$ cat config.mk
export PLATFORM = sky130hd
export DESIGN_NAME = intel_hex_record_encoder
export DESIGN_NICKNAME = d
export VERILOG_FILES = /design/src/hw/rtl/ihre_pkg.sv /design/src/hw/rtl/intel_hex_record_encoder.sv
export VERILOG_INCLUDE_DIRS = /design/src /design/src/hw/rtl
export SDC_FILE = /design/constraint.sdc
export NUM_CORES = 1
export LEC_CHECK = 0
export BUFFER_PORTS_ARGS = -buffer_cell sky130_fd_sc_hd__buf_4
export CORE_MARGIN = 2
export CORE_UTILIZATION = 25
export DETAILED_ROUTE_END_ITERATION = 7
export PLACE_DENSITY = 0.5
export SYNTH_ARGS = -nofsm -noshare
export SYNTH_HDL_FRONTEND = slang
export SYNTH_SLANG_ARGS = --single-unit
$ cat constraint.sdc
create_clock -name clock -period 14.4 [get_ports clock]
set_input_delay 2.16 -clock clock [delete_from_list [all_inputs] [get_ports clock]]
set_output_delay 2.16 -clock clock [all_outputs]
set_load 0.03 [all_outputs]
$ cat src/hw/rtl/intel_hex_record_encoder_assert.svh
// ----------------------------------------------------------------------------
// intel_hex_record_encoder_assert.svh
// assertion macros for the hex record encoder, empty when synthesising
// ----------------------------------------------------------------------------
`ifndef INTEL_HEX_RECORD_ENCODER_ASSERT_SVH
`define INTEL_HEX_RECORD_ENCODER_ASSERT_SVH

`ifndef SYNTHESIS

// clocked property, disabled during reset
`define IHRE_ASSERT(lbl, clk, rst, prop, msg) \
   lbl: assert property (@(posedge clk) disable iff (rst) prop) else $error(msg);

// clocked property, also checked during reset
`define IHRE_ASSERT_ALWAYS(lbl, clk, prop, msg) \
   lbl: assert property (@(posedge clk) prop) else $error(msg);

`else

`define IHRE_ASSERT(lbl, clk, rst, prop, msg)
`define IHRE_ASSERT_ALWAYS(lbl, clk, prop, msg)

`endif

`endif

$ cat src/hw/rtl/ihre_pkg.sv
// ----------------------------------------------------------------------------
// ihre_pkg
// constants, state codes and character helpers for the hex record encoder
// ----------------------------------------------------------------------------
package ihre_pkg;

   // record geometry
   localparam int RECORD_BYTES = 16;
   localparam int FILL_W       = $clog2(RECORD_BYTES + 1);
   localparam int BUF_AW       = $clog2(RECORD_BYTES);
   localparam int IDX_W        = 4;

   // last position of the header and of the end record
   localparam logic [IDX_W-1:0] HDR_LAST = IDX_W'(8);
   localparam logic [IDX_W-1:0] EOF_LAST = IDX_W'(10);

   // characters
   localparam logic [6:0] CH_COLON = 7'h3A;
   localparam logic [6:0] CH_LF    = 7'h0A;
   localparam logic [6:0] CH_ZERO  = 7'h30;
   localparam logic [6:0] CH_ONE   = 7'h31;
   localparam logic [6:0] CH_F     = 7'h46;
   localparam logic [6:0] CH_A     = 7'h41;

   // sequencer states
   typedef enum logic [7:0] {
      S_IDLE    = 8'b0000_0001,
      S_HEADER  = 8'b0000_0010,
      S_FETCH   = 8'b0000_0100,
      S_DATA_HI = 8'b0000_1000,
      S_DATA_LO = 8'b0001_0000,
      S_CKS     = 8'b0010_0000,
      S_LF      = 8'b0100_0000,
      S_EOF     = 8'b1000_0000
   } state_type;

   // uppercase hex digit for one nibble
   function automatic logic [6:0] hex_char(input logic [3:0] nib);
      logic [6:0] ch;
      if (nib < 4'd10) begin
         ch = CH_ZERO + 7'(nib);
      end else begin
         ch = CH_A + 7'(nib - 4'd10);
      end
      return ch;
   endfunction

   // characters of the end record ":00000001FF"
   function automatic logic [6:0] eof_char(input logic [IDX_W-1:0] idx);
      logic [6:0] ch;
      unique case (idx)
         IDX_W'(0):  ch = CH_COLON;
         IDX_W'(8):  ch = CH_ONE;
         IDX_W'(9):  ch = CH_F;
         IDX_W'(10): ch = CH_F;
         default:    ch = CH_ZERO;
      endcase
      return ch;
   endfunction

endpackage

$ cat src/hw/rtl/intel_hex_record_encoder.sv
// ----------------------------------------------------------------------------
// intel_hex_record_encoder
// packs program bytes into intel hex data records, emits their ascii text and closes with an end record
//
//   channel  dir  tdata            tlast        tuser      csr
//   req      in   data_byte[7:0]   last_byte    -          -
//   rsp      out  ascii_char[6:0]  last_of_run  file_done  -
//   csr      in   -                -            -          origin_address
//
// a byte is taken only while the sequencer is idle; a byte that does
// not close a record leaves the sequencer idle for the next byte.
// a record of n bytes is sent as 9 header characters, a buffer read plus two
// digits per byte, 2 checksum characters and 1 line feed; the end record adds 11.
// the single-port buffer is read in S_FETCH ahead of the two digits of each data byte.
// the output register lets the next byte in while the last character waits;
// a rsp_tready held low freezes the sequencer once a character waits.
// reset is synchronous; the record buffer has no reset and needs none.
// ----------------------------------------------------------------------------
module intel_hex_record_encoder
   import ihre_pkg::*;
(
   input  logic        clock,
   input  logic        reset,
   // input byte stream
   input  logic        req_tvalid,
   output logic        req_tready,
   input  logic [7:0]  req_tdata,    // [7:0] data_byte
   input  logic        req_tlast,    // last_byte
   // character stream
   output logic        rsp_tvalid,
   input  logic        rsp_tready,
   output logic [7:0]  rsp_tdata,    // [6:0] ascii_char, [7] zero
   output logic        rsp_tlast,    // last_of_run
   output logic        rsp_tuser,    // file_done
   // origin register write
   input  logic        csr_wr_en,
   input  logic [15:0] csr_wr_data
);

   // record buffer and its read data
   logic [7:0]        buf_mem [RECORD_BYTES];
   logic [7:0]        rd_q_ff;

   // control and record state
   state_type         state_ff, state_in;
   logic [IDX_W-1:0]  idx_ff, idx_in;
   logic [FILL_W-1:0] byte_cnt_ff, byte_cnt_in;
   logic [FILL_W-1:0] fill_ff, fill_in;
   logic [7:0]        sum_ff, sum_in;
   logic [15:0]       offset_ff, offset_in;
   logic [15:0]       origin_ff;
   logic              last_ff, last_in;

   // output register
   logic              rsp_valid_ff;
   logic [6:0]        rsp_char_ff;
   logic              rsp_last_ff;
   logic              rsp_done_ff;

   logic              req_xfer;
   logic              gen_go;
   logic              emitting;
   logic [15:0]       addr;
   logic [7:0]        count_byte;
   logic [7:0]        cks;
   logic [6:0]        gen_char;
   logic              gen_last;
   logic              gen_done;
   logic [FILL_W-1:0] fill_next;
   logic [FILL_W-1:0] byte_next;

   assign req_tready = (state_ff == S_IDLE);
   assign req_xfer   = req_tvalid && req_tready;

   // record fields from the held state
   assign addr       = origin_ff + offset_ff;
   assign count_byte = 8'(fill_ff);
   assign cks        = 8'(8'd0 - (sum_ff + count_byte + addr[15:8] + addr[7:0]));
   assign fill_next  = fill_ff + 1'b1;
   assign byte_next  = byte_cnt_ff + 1'b1;

   // sequencer emits a character when the output register is free or drains
   assign emitting = (state_ff != S_IDLE) && (state_ff != S_FETCH);
   assign gen_go   = emitting && (!rsp_valid_ff || rsp_tready);

   // character selection
   always_comb begin
      gen_char = CH_ZERO;
      gen_last = 1'b0;
      gen_done = 1'b0;
      unique case (state_ff)
         S_HEADER: begin
            unique case (idx_ff)
               IDX_W'(0): gen_char = CH_COLON;
               IDX_W'(1): gen_char = hex_char(count_byte[7:4]);
               IDX_W'(2): gen_char = hex_char(count_byte[3:0]);
               IDX_W'(3): gen_char = hex_char(addr[15:12]);
               IDX_W'(4): gen_char = hex_char(addr[11:8]);
               IDX_W'(5): gen_char = hex_char(addr[7:4]);
               IDX_W'(6): gen_char = hex_char(addr[3:0]);
               default:   gen_char = CH_ZERO;
            endcase
         end
         S_DATA_HI: gen_char = hex_char(rd_q_ff[7:4]);
         S_DATA_LO: gen_char = hex_char(rd_q_ff[3:0]);
         S_CKS: begin
            gen_char = (idx_ff == '0) ? hex_char(cks[7:4]) : hex_char(cks[3:0]);
         end
         S_LF: begin
            gen_char = CH_LF;
            gen_last = !last_ff;
         end
         S_EOF: begin
            gen_char = eof_char(idx_ff);
            gen_last = (idx_ff == EOF_LAST);
            gen_done = (idx_ff == EOF_LAST);
         end
         default: gen_char = CH_ZERO;
      endcase
   end

   // next state
   always_comb begin
      state_in    = state_ff;
      idx_in      = idx_ff;
      byte_cnt_in = byte_cnt_ff;
      fill_in     = fill_ff;
      sum_in      = sum_ff;
      offset_in   = offset_ff;
      last_in     = last_ff;
      unique case (state_ff)
         S_IDLE: begin
            if (req_xfer) begin
               fill_in = fill_next;
               sum_in  = sum_ff + req_tdata;
               last_in = req_tlast;
               if (req_tlast || (fill_next == FILL_W'(RECORD_BYTES))) begin
                  state_in = S_HEADER;
                  idx_in   = '0;
               end
            end
         end
         S_HEADER: begin
            if (gen_go) begin
               if (idx_ff == HDR_LAST) begin
                  state_in    = S_FETCH;
                  byte_cnt_in = '0;
               end else begin
                  idx_in = idx_ff + 1'b1;
               end
            end
         end
         S_FETCH: state_in = S_DATA_HI;
         S_DATA_HI: begin
            if (gen_go) state_in = S_DATA_LO;
         end
         S_DATA_LO: begin
            if (gen_go) begin
               if (byte_next == fill_ff) begin
                  state_in = S_CKS;
                  idx_in   = '0;
               end else begin
                  state_in    = S_FETCH;
                  byte_cnt_in = byte_next;
               end
            end
         end
         S_CKS: begin
            if (gen_go) begin
               if (idx_ff == '0) begin
                  idx_in = idx_ff + 1'b1;
               end else begin
                  state_in = S_LF;
               end
            end
         end
         S_LF: begin
            if (gen_go) begin
               offset_in = offset_ff + 16'(fill_ff);
               fill_in   = '0;
               sum_in    = '0;
               if (last_ff) begin
                  state_in = S_EOF;
                  idx_in   = '0;
               end else begin
                  state_in = S_IDLE;
               end
            end
         end
         S_EOF: begin
            if (gen_go) begin
               if (idx_ff == EOF_LAST) begin
                  state_in  = S_IDLE;
                  offset_in = '0;
                  last_in   = 1'b0;
               end else begin
                  idx_in = idx_ff + 1'b1;
               end
            end
         end
         default: state_in = S_IDLE;
      endcase
   end

   // control registers
   always_ff @(posedge clock) begin
      if (reset) begin
         state_ff    <= S_IDLE;
         idx_ff      <= '0;
         byte_cnt_ff <= '0;
         fill_ff     <= '0;
         sum_ff      <= '0;
         offset_ff   <= '0;
         last_ff     <= 1'b0;
      end else begin
         state_ff    <= state_in;
         idx_ff      <= idx_in;
         byte_cnt_ff <= byte_cnt_in;
         fill_ff     <= fill_in;
         sum_ff      <= sum_in;
         offset_ff   <= offset_in;
         last_ff     <= last_in;
      end
   end

   // origin register
   always_ff @(posedge clock) begin
      if (reset) begin
         origin_ff <= '0;
      end else if (csr_wr_en) begin
         origin_ff <= csr_wr_data;
      end
   end

   // record buffer: write on byte transfer, registered read ahead of each byte
   always_ff @(posedge clock) begin
      if (req_xfer) begin
         buf_mem[fill_ff[BUF_AW-1:0]] <= req_tdata;
      end
      if (state_ff == S_FETCH) begin
         rd_q_ff <= buf_mem[byte_cnt_ff[BUF_AW-1:0]];
      end
   end

   // output register
   always_ff @(posedge clock) begin
      if (reset) begin
         rsp_valid_ff <= 1'b0;
      end else if (gen_go) begin
         rsp_valid_ff <= 1'b1;
      end else if (rsp_tready) begin
         rsp_valid_ff <= 1'b0;
      end
   end

   always_ff @(posedge clock) begin
      if (gen_go) begin
         rsp_char_ff <= gen_char;
         rsp_last_ff <= gen_last;
         rsp_done_ff <= gen_done;
      end
   end

   assign rsp_tvalid = rsp_valid_ff;
   assign rsp_tdata  = {1'b0, rsp_char_ff};
   assign rsp_tlast  = rsp_last_ff;
   assign rsp_tuser  = rsp_done_ff;

   // checks
   `include "intel_hex_record_encoder_assert.svh"

   `IHRE_ASSERT(a_done_is_last, clock, reset,
      (rsp_tvalid && rsp_tuser) |-> rsp_tlast, "file_done without tlast")
   `IHRE_ASSERT(a_last_starts_record, clock, reset,
      (req_xfer && req_tlast) |=> (state_ff == S_HEADER), "last byte did not start a record")
   `IHRE_ASSERT(a_read_in_record, clock, reset,
      (state_ff == S_FETCH) |-> (byte_cnt_ff < fill_ff), "buffer read beyond filled entries")
   `IHRE_ASSERT(a_fill_bound, clock, reset,
      fill_ff <= FILL_W'(RECORD_BYTES), "fill count beyond record size")
   `IHRE_ASSERT_ALWAYS(a_idle_after_reset, clock,
      reset |=> (!rsp_tvalid && req_tready), "not idle after reset")

endmodule
== Yosys cells after proc, flatten, opt, wreduce, memory -nomap -nowiden ==
Memory sizes are Yosys's and may differ from the RTL's. A register that Yosys moved wholly into a read port is not among the register bits.
Cells that the tools add are included.
Word-level totals
  memory bits (writable): 128
  flip-flop bits (word level): 73
  memories: 1
  memory bits (read-only): 0
  bits in latches: 0
Memories
  buf_mem: depth 16, bits a word 8, rd ports 1, clocked after Yosys merged registers in 1, write ports 1, line intel_hex_record_encoder.sv:41  | logic [7:0] buf_mem [RECORD_BYTES];
Operators by class
  order comparisons: 10
  equal/unequal tests: 38
  $mul: 0
  bitwise operators: 0
  shift operators: 0
  reductions and logical operators: 21
  mux-type cells: 65
  divide/modulo/power cells: 0
  $add $sub $neg: 40
Operator list (count)
  $mux 8: 14
  $mux 7: 11
  $add 7x7->7 const A: 10
  $pmux 8 s8: 1
  $add 6x4->7 const A: 9
  $pmux 7 s7: 1
  $mux 16: 3
  $mux 4: 12
  $sub 4x4->5 const B: 9
  $pmux 7 s6: 1
  $lt 4x4->1 const B: 9
  $pmux 16 s2: 1
  $mux 5: 6
  $ne 2x2->1 const B: 15
  $add 8x8->8: 3
  $pmux 4 s6: 1
  $pmux 7 s3: 1
  $pmux 5 s2: 2
  $add 16x16->16: 1
  $add 16x5->16: 1
  $pmux 8 s2: 1
  $reduce_and 13->1: 1
  $eq 4x3->1 const B: 3
  $eq 4x4->1 const B: 3
  36 further kinds: 55

== Logic depth before layout (Yosys ltp) ==
Gate-level depths: netlist (run 1).
  depth in word-level cells: 9
  gate-level depth with buffers: 27
  mapped depth without buffers: 26

== Worst setup path before layout (run 1) ==
OpenSTA, ideal clock, no wires.
  path kind: register -> register
  from: register offset_ff[0]
  to: register rsp_char_ff[4] (data pin)
  cell stages (with the launch flop): 26
  period minus slack after synthesis: 6.260 ns
  required time: 14.129 ns
  path buffers: 1
  arrival: 5.990 ns
  path slack: 8.140 ns
  path through: dfxtp_1 ha_1 inv_1 fa_1 nand2b_1 a211oi_2 nor4_1 nor4_4 inv_1 fa_1 inv_1 fa_1 inv_1 ha_1 ha_1 o21ai_0 o21bai_1 a21oi_1 xnor3_1 xor2_1 ha_1 clkbuf_1 o22ai_1 or4_1 a211oi_1 nand4_1
Between the ends
  word-level cells in the longest chain between the ends: 9
  elaborated cells between the ends (all ways): 37
  those cells by class: add/sub (22); order compare (6); mux (9)
Ends and longest elaborated chain
  from (decl): line intel_hex_record_encoder.sv:50  | logic [15:0] offset_ff, offset_in;
  from (signal assigned): line intel_hex_record_encoder.sv:221  | offset_ff <= offset_in;
  $add 16x16->16 (*): line intel_hex_record_encoder.sv:76  | assign addr = origin_ff + offset_ff;
  $add 8x8->8 (2 in a row): line intel_hex_record_encoder.sv:78  | assign cks = 8'(8'd0 - (sum_ff + count_byte + addr[15:8] + addr[7:0]));
  $sub 1x8->8: line intel_hex_record_encoder.sv:78
  $sub 4x4->5: line ihre_pkg.sv:43  | ch = CH_A + 7'(nib - 4'd10);
  $add 7x7->7: line ihre_pkg.sv:43
  $mux 7: line ihre_pkg.sv:40  | if (nib < 4'd10) begin
  $mux 7: line intel_hex_record_encoder.sv:107  | gen_char = (idx_ff == '0) ? hex_char(cks[7:4]) : hex_char(cks[3:0]);
  $pmux 7 s6 (*): line intel_hex_record_encoder.sv:91  | unique case (state_ff)
  named net gen_char[4]: line intel_hex_record_encoder.sv:66  | logic [6:0] gen_char;
  to (signal assigned): line intel_hex_record_encoder.sv:258  | rsp_char_ff <= gen_char;
  to (decl): line intel_hex_record_encoder.sv:56  | logic [6:0] rsp_char_ff;
The timed path passes the listed nets; every way through them passes the cells marked *.
A chain may end at the register's enable or synchronous reset.

== Final worst setup path (run 1) ==
Same ends and word-level chain as after synthesis.

==> results of run 1 <==
==> cell families (layout without fill, tap and decap cells) <==
family                     Yosys count  after routing  synth area share (%)
muxes                               69             69                  9.46
AOI/OAI and AO/OA                  232            232                  12.2
other                                1              1                0.0298
DFF                                209            209                  44.7
and+or+nand+nor                    351            351                  14.0
adders and majority gates          100            100                  10.7
xor gates and xnor gates            71             71                  5.04
buffers and inverters              126            168                  3.85
==> registers in the layout, indices dropped and copies added (netlist names) <==
signal       flops
buf_mem        128
offset_ff       16
origin_ff       16
rd_q_ff          8
state_ff         8
sum_ff           8
rsp_char_ff      7
byte_cnt_ff      5
fill_ff          5
idx_ff           4
last_ff          1
rsp_tlast        1
rsp_tuser        1
rsp_tvalid       1
==> worst register-to-register path, cell delays in order (launching register included) <==
cell,delay [ps]
dfxtp_1,360
ha_1,200
inv_1,70
fa_1,390
nand2b_1,190
a211oi_2,520
nor4_1,170
nor4_4,450
inv_1,120
fa_1,520
inv_1,60
fa_1,490
inv_1,40
ha_1,290
ha_1,360
o21ai_0,180
o21bai_1,80
a21oi_1,170
xnor3_1,250
xor2_1,300
ha_1,400
o22ai_1,170
or4_1,540
a211oi_1,180
nand4_1,100
==> cell usage after synthesis (13+ instances only) <==
master    count  share of area [%]
mux4_2       40                7.1
o21ai_0      42                1.7
xor2_1       36                2.5
dfxtp_1      64                 10
nand3_1      36                1.4
a21o_1       13               0.77
a21oi_1      63                2.5
xnor2_1      34                2.4
edfxtp_1    145                 35
mux2i_1      28                2.2
fa_1         13                2.1
clkbuf_1     43                1.3
ha_1         87                8.6
nor3_1       28                1.1
nand2b_1     13               0.65
inv_1        72                2.1
nand2_1      89                2.7
nor2_1      104                3.1
==> per-layer routing <==
layer,vias to the layer above,part of all wire [%]
met5,-,0
met3,52,6.5
li1,4356,-
met2,260,43
met1,4461,48
met4,0,2.7
==> stage by stage <==
stage	total power [mW]	utilization (%)	std cells	worst slack, ps	hold slack, ps
final	2.06	28.8	1873	7590	506
after global routing	2.19	28.8	1873	7070	545
after CTS	2.07	28.8	1873	7560	512
after detailed placement	1.45	27.2	1827	7570	499
after global placement	1.44	27.2	1827	7770	478
after floorplan	1.27	-	1159	8140	465
==> layout make-up <==
cell class	instances	area, um2
Inverter	73	274
Clock buffer	35	682
Fill cell	5155	35600
Tap cell	672	841
Timing Repair Buffer	49	368
Sequential cell	209	5640
Clock inverter	11	111
Multi-Input combinational cell	824	6490
==> power by group <==
part / switching, mW / internal (mW)
combinational: 0.435 / 0.295
sequential: 0.0301 / 0.683
clock: 0.266 / 0.353
==> worst paths after layout <==
path / slack (ps) / startpoint / depth (start not counted) / to
worst min register to register: 510 / offset_ff[5] / 2 / offset_ff[5]
worst max register to register: 7590 / offset_ff[0] / 24 / rsp_char_ff[4]
worst max-delay path: 7590 / offset_ff[0] / 24 / rsp_char_ff[4]
worst min-delay path: 510 / offset_ff[5] / 2 / offset_ff[5]
==> metrics.cfg, run 1 <==
[layout]
final_cell_mix = edfxtp_1 (145), nor2_1 (104), nand2_1 (89)
area_growth_pct = 14.3
finalInstanceArea_um2 = 14400
drive_gt1_share_pct = 12.7
insertedDiodeCount = 0
nNetsFinal = 1312
final_common_cell = edfxtp_1

[global_route]
first_global_vias = 8735
antenna_found_initial = 0
grt_pass1_wl_um = 52100
gr-usage-met3_pct = 2.68
busiest_layer = met2
grt.total_usage_pct = 12.7
met1_usage_pct = 18.4
overflow = 0
use_met2_pct = 19.1
grt_start_max_net_pins = 58

[timing]
fin_skew_ps = 18.4
min_period_ps = 6810
final_min_period_over_clock_period_pct = 47.3
setup_violations = 0
rsz0062_at_grt = no
tightestPinTransition_ps = 1090
relSlewSlack_pct = 26.9
hold_viol = 0
tns_ps = 0
slew_viol_final = 0
fmax_ghz = 0.147

[setup_path]
cp_top_family = adder cells
worst-endpoint-required_ps = 14700
endpoint_kind = flip-flop
start_kind = flip-flop
crit_chain = ha_1 -> inv_1 -> fa_1 -> nand2b_1 -> a211oi_2 -> nor4_1 -> nor4_4 -> inv_1 -> fa_1 -> inv_1 -> fa_1 -> inv_1 -> ha_1 -> ha_1 -> o21ai_0 -> o21bai_1 -> a21oi_1 -> xnor3_1 -> xor2_1 -> ha_1 -> o22ai_1 -> or4_1 -> a211oi_1 -> nand4_1
max_stage_delay_ps = 540
cpMaxStageDelayCell = or4_1
worst-path-buf-inv = 4
critical_path_class = reg -> reg
cp_max_fo = 9
crit_arrival_ps = 7110

[route]
ant_nets = 0
drc = 0
routedWlPerCell_um = 18.0
drt_wl_total_um = 33600
dr.pass1.iters = 5
drt_iter0_drc = 885
vias = 9129
viasPerCell = 4.87

[cts]
path_clk_slew_ps = 60
cts_root_buf = clkbuf_16
clk_latency_ps = 560
postCtsHoldBufs = 0
cts.path.max_buffers = 3
cts_resized = 0
cts_made_buffers = 25
htreeDepth = 1
cts_tree = yes
clock_sinks = 209
cts_setup_buffers = 0

[synthesis]
synthFlopType = edfxtp_1
ys_seq_elements = 209
synthArstFlopShare_pct = 0
netlist_instances = 1159
yosys_warnings = 0
synth_cell_types = 83
synth_edf_count = 145
synth_seq_area_share_pct = 44.7
syn_avg_cell_area_um2 = 10.9
synthesis.nets = 1289
synth_area_um2 = 12600

[floorplanning]
start_util_pct = 25.2
fp.dieH_um = 229
die_area_um2 = 52200
io_pins = 42
num_rows = 82
coreArea_um2 = 50000
die_w_um = 229

[hold_path]
hold_path_class = reg -> reg

[run]
cap_violations = 0

[placed_design]
dpl_cell_area_um2 = 13600
port_buffers = 40
hpwl_um = 24500
globalplace.congestion = 0.862

[status]
status = finished, final reports clean

[pwr]
p_per_area_nw_per_um2 = 143
p_leak_nw = 5.26
peakVddDrop_mv = 0.129

(Power assumes the default switching activity.)
==> run 2, diff against run 1 <==
Clock period 14.4 ns to 6.7 ns, I/O delays scaled along.
==> metrics.cfg, run 2 (same netlist as run 1, synthesis figures left out) <==
[status]
status = finished, final reports clean  ; unchanged

[route]
viasPerCell = 4.83  ; was 4.87
vias = 9084  ; was 9129
routedWlPerCell_um = 18.0  ; about the same
drt_iter0_drc = 711  ; was 885
dr.pass1.iters = 5  ; unchanged
ant_nets = 0  ; unchanged
drt_wl_total_um = 33800  ; was 33600 um
drc = 0  ; unchanged

[global_route]
grt_pass1_wl_um = 53100  ; was 52100 um
overflow = 0  ; unchanged
grt_start_max_net_pins = 58  ; unchanged
grt.total_usage_pct = 12.9  ; was 12.7%
first_global_vias = 8995  ; was 8735
antenna_found_initial = 0  ; unchanged

[cts]
htreeDepth = 1  ; unchanged
cts_setup_buffers = 0  ; unchanged
cts.path.max_buffers = 3  ; unchanged
cts_resized = 0  ; unchanged
clk_latency_ps = 560  ; about the same
path_clk_slew_ps = 60  ; about the same
cts_tree = yes  ; unchanged
cts_root_buf = clkbuf_16  ; unchanged
cts_made_buffers = 26  ; was 25
postCtsHoldBufs = 0  ; unchanged
clock_sinks = 209  ; unchanged

[placed_design]
dpl.cell_count = 1833  ; was 1827
hpwl_um = 24900  ; was 24500 um
globalplace.congestion = 0.858  ; was 0.862
port_buffers = 40  ; unchanged
dpl_cell_area_um2 = 13700  ; was 13600 um2

[layout]
finalInstanceArea_um2 = 14600  ; was 14400 um2
final_cell_mix = edfxtp_1 (145), nor2_1 (104), nand2_1 (89)  ; unchanged
largest_reg_flops = 128  ; unchanged
nNetsFinal = 1319  ; was 1312
drive_gt1_share_pct = 13.7  ; was 12.7%
instances_no_fill = 1880  ; was 1873
nFillCells = 5191  ; was 5155
area_growth_pct = 15.7  ; was 14.3%
insertedDiodeCount = 0  ; unchanged
final_common_cell = edfxtp_1  ; unchanged

[floorplanning]
fp.dieH_um = 229  ; unchanged
die_w_um = 229  ; unchanged
die_area_um2 = 52200  ; unchanged
num_rows = 82  ; unchanged
start_util_pct = 25.2  ; unchanged
io_pins = 42  ; unchanged
coreArea_um2 = 50000  ; unchanged

[run]
cap_violations = 0  ; unchanged

[pwr]
p_leak_nw = 5.36  ; was 5.26 nW
p_per_area_nw_per_um2 = 314  ; was 143 nW/um2
peakVddDrop_mv = 0.222  ; was 0.129 mV

[timing]
tns_ps = 0  ; unchanged
slew_viol_final = 0  ; unchanged
rsz0062_at_grt = no  ; unchanged
fmax_ghz = 0.161  ; was 0.147 GHz
final_min_period_over_clock_period_pct = 92.7  ; was 47.3%
hold_slack_ps = 508  ; was 506 ps
relSlewSlack_pct = 28.7  ; was 26.9%
setup_violations = 0  ; unchanged
fin_skew_ps = 15.4  ; was 18.4 ps
tightestPinTransition_ps = 1070  ; was 1090 ps
min_period_ps = 6210  ; was 6810 ps
hold_viol = 0  ; unchanged

[setup_path]
cpMaxStageDelayCell = fa_1  ; was or4_1
critical_path_class = reg -> reg  ; unchanged
crit_arrival_ps = 6500  ; was 7110 ps
worst-endpoint-required_ps = 6990  ; was 14700 ps
max_stage_delay_ps = 540  ; about the same
cp_max_fo = 9  ; unchanged
start_kind = flip-flop  ; unchanged
endpoint_kind = flip-flop  ; unchanged

[hold_path]
hold_path_class = reg -> reg  ; unchanged

run 2: routing by layer:
layer	wire length (um)	global-route usage [%]	part of all wire, %	vias up
li1	-	-	-	4359
met1	16200	18.3	48	4454
met2	14700	19.7	44	231
met3	2260	2.88	6.7	40
met4	628	3.31	1.9	0
met5	0	0	0	-
run 2: path summary, 6_finish.rpt:
kind,start,cells after the start,endpoint,slack [ps]
min,origin_ff[6],2,origin_ff[6],510
min reg2reg,origin_ff[6],2,origin_ff[6],510
max,origin_ff[0],26,rsp_char_ff[4],490
max reg2reg,origin_ff[0],26,rsp_char_ff[4],490
run 2: cell type report:
cell class / instances / area, um2 / share of cell area [%]
Tap cell: 672 / 841 / 5.77
Sequential cell: 209 / 5640 / 38.7
Timing Repair Buffer: 55 / 413 / 2.83
Clock inverter: 21 / 250 / 1.72
Multi-Input combinational cell: 824 / 6510 / 44.7
Clock buffer: 26 / 651 / 4.46
Inverter: 73 / 274 / 1.88
run 2: where the power goes:
group          leakage [nW]  internal (mW)  switching [mW]
Clock                 0.436          0.871           0.588
Combinational          3.09          0.653           0.932
Sequential             1.83           1.47          0.0670
run 2: critical path: cells and delay by family (launching register included):
family                     cells  cell delay (ps)
AOI/OAI and AO/OA              5              810
xor gates and xnor gates       1              140
adders and majority gates      9             2860
buffers and inverters          6              450
DFF                            1              370
and+or+nand+nor                5             1310
run 2: stage by stage:
step	worst slack, ps	total power [mW]	util, %
6_report	490	4.58	29.2
5_1_grt	51.4	4.88	29.2
4_1_cts	227	4.61	29.1
3_5_place_dp	238	3.13	27.3
3_3_place_gp	441	3.12	27.3
2_1_floorplan	440	2.72	-
==> run 3, diff against run 2 <==
Settings changed: CTS_BUF_LIST set to sky130_fd_sc_hd__clkbuf_4 sky130_fd_sc_hd__clkbuf_8 sky130_fd_sc_hd__clkbuf_16, CTS_CLUSTER_SIZE set to 12.
==> metrics.cfg, run 3 (same netlist as run 1, synthesis figures left out) <==
[placed_design]
hpwl_um = 24900  ; unchanged
globalplace.congestion = 0.858  ; unchanged
port_buffers = 40  ; unchanged

[timing]
min_period_ps = 6220  ; was 6210 ps
tns_ps = 0  ; unchanged
hold_slack_ps = 507  ; was 508 ps
fin_skew_ps = 21.7  ; was 15.4 ps
tightestPinTransition_ps = 1050  ; was 1070 ps
rsz0062_at_grt = no  ; unchanged
setup_violations = 0  ; unchanged
relSlewSlack_pct = 29.7  ; was 28.7%
fmax_ghz = 0.161  ; about the same
hold_viol = 0  ; unchanged
slew_viol_final = 0  ; unchanged
final_min_period_over_clock_period_pct = 92.8  ; was 92.7%

[setup_path]
endpoint_kind = flip-flop  ; unchanged
critical_path_class = reg -> reg  ; unchanged
cp_max_fo = 9  ; unchanged
crit_arrival_ps = 6500  ; about the same
cpMaxStageDelayCell = or4_1  ; was fa_1
max_stage_delay_ps = 540  ; about the same
start_kind = flip-flop  ; unchanged
worst-endpoint-required_ps = 6990  ; about the same

[global_route]
grt.total_usage_pct = 12.9  ; about the same
first_global_vias = 8993  ; was 8995
grt_pass1_wl_um = 53100  ; about the same
grt_start_max_net_pins = 58  ; unchanged
overflow = 0  ; unchanged
antenna_found_initial = 0  ; unchanged

[cts]
cts.path.max_buffers = 3  ; unchanged
cts_tree = yes  ; unchanged
cts_root_buf = clkbuf_16  ; unchanged
postCtsHoldBufs = 0  ; unchanged
cts_made_buffers = 26  ; unchanged
clk_latency_ps = 570  ; was 560 ps
clock_sinks = 209  ; unchanged
htreeDepth = 1  ; unchanged
path_clk_slew_ps = 60  ; about the same

[hold_path]
hold_path_class = reg -> reg  ; unchanged

[floorplanning]
io_pins = 42  ; unchanged
num_rows = 82  ; unchanged
coreArea_um2 = 50000  ; unchanged
die_area_um2 = 52200  ; unchanged
start_util_pct = 25.2  ; unchanged
die_w_um = 229  ; unchanged
fp.dieH_um = 229  ; unchanged

[route]
viasPerCell = 4.84  ; was 4.83
ant_nets = 0  ; unchanged
drc = 0  ; unchanged
drt_wl_total_um = 33800  ; about the same
drt_iter0_drc = 704  ; was 711
vias = 9102  ; was 9084
routedWlPerCell_um = 18.0  ; about the same
dr.pass1.iters = 5  ; unchanged

[layout]
seq_area_um2 = 5640  ; unchanged
largest_reg_flops = 128  ; unchanged
area_growth_pct = 15.2  ; was 15.7%
final_cell_mix = edfxtp_1 (145), nor2_1 (104), nand2_1 (89)  ; unchanged
multiInputGateArea_um2 = 6510  ; unchanged
insertedDiodeCount = 0  ; unchanged
nNetsFinal = 1319  ; unchanged
final_common_cell = edfxtp_1  ; unchanged
nFillCells = 5193  ; was 5191
fin_util_pct = 29.0  ; was 29.2%
drive_gt1_share_pct = 13.1  ; was 13.7%

[status]
status = finished, final reports clean  ; unchanged

[pwr]
peakVddDrop_mv = 0.222  ; about the same
p_per_area_nw_per_um2 = 309  ; was 314 nW/um2
p_leak_nw = 5.32  ; was 5.36 nW
p_total_mw = 4.49  ; was 4.58 mW

[run]
cap_violations = 0  ; unchanged

## run 3: through the flow
stage / setup slack (ps) / instance area (um2) / instances
4_1_cts: 227 / 14500 / 1879
6_report: 483 / 14500 / 1879
5_1_grt: 51.4 / 14500 / 1879
3_5_place_dp: 238 / 13700 / 1833
3_3_place_gp: 441 / 13700 / 1833
2_1_floorplan: 440 / 12600 / 1159
## run 3: worst paths after layout
| kind | startpoint | end | slack (ps) | cells after the start |
|---|---|---|---|---|
| min reg2reg | offset_ff[8] | offset_ff[8] | 510 | 2 |
| max reg2reg | origin_ff[0] | rsp_char_ff[4] | 480 | 26 |
| min | offset_ff[8] | offset_ff[8] | 510 | 2 |
| max | origin_ff[0] | rsp_char_ff[4] | 480 | 26 |
## run 3: metal layers
metal / part of all wire, % / global-route usage, % / vias up
met1: 48 / 18.3 / 4493
met2: 44 / 19.7 / 211
li1: - / - / 4359
met5: 0 / 0 / -
met4: 2.0 / 3.35 / 0
met3: 6.4 / 2.88 / 39
## run 3: critical path: cells and delay by family (launching register included)
family          cells  cell delay (ps)
simple gates        5             1310
compound gates      5              820
fa+ha+maj           9             2850
xor+xnor            1              140
flops               1              370
buf+inv             6              450
## run 3: layout make-up
cell class | instances | share of cell area, %
multi-input cells | 824 | 44.9
flip-flops and latches | 209 | 38.8
well taps | 672 | 5.79
clock buffers | 26 | 4.48
repair buffers | 55 | 2.85
inverters | 73 | 1.89
clock inverters | 20 | 1.27
## run 3: power breakdown
part | leakage, nW | switching (mW) | internal (mW) | total, mW
clock | 0.398 | 0.582 | 0.788 | 1.37
sequential | 1.83 | 0.0667 | 1.47 | 1.54
combinational | 3.09 | 0.932 | 0.653 | 1.59
total | 5.32 | 1.58 | 2.91 | 4.49
## run 3: timing repair
item / CTS / global route
resized for setup: 0 / 5
hold endpoints to repair: 0 / 0
setup endpoints to repair: 0 / 6
setup buffers: 0 / 0
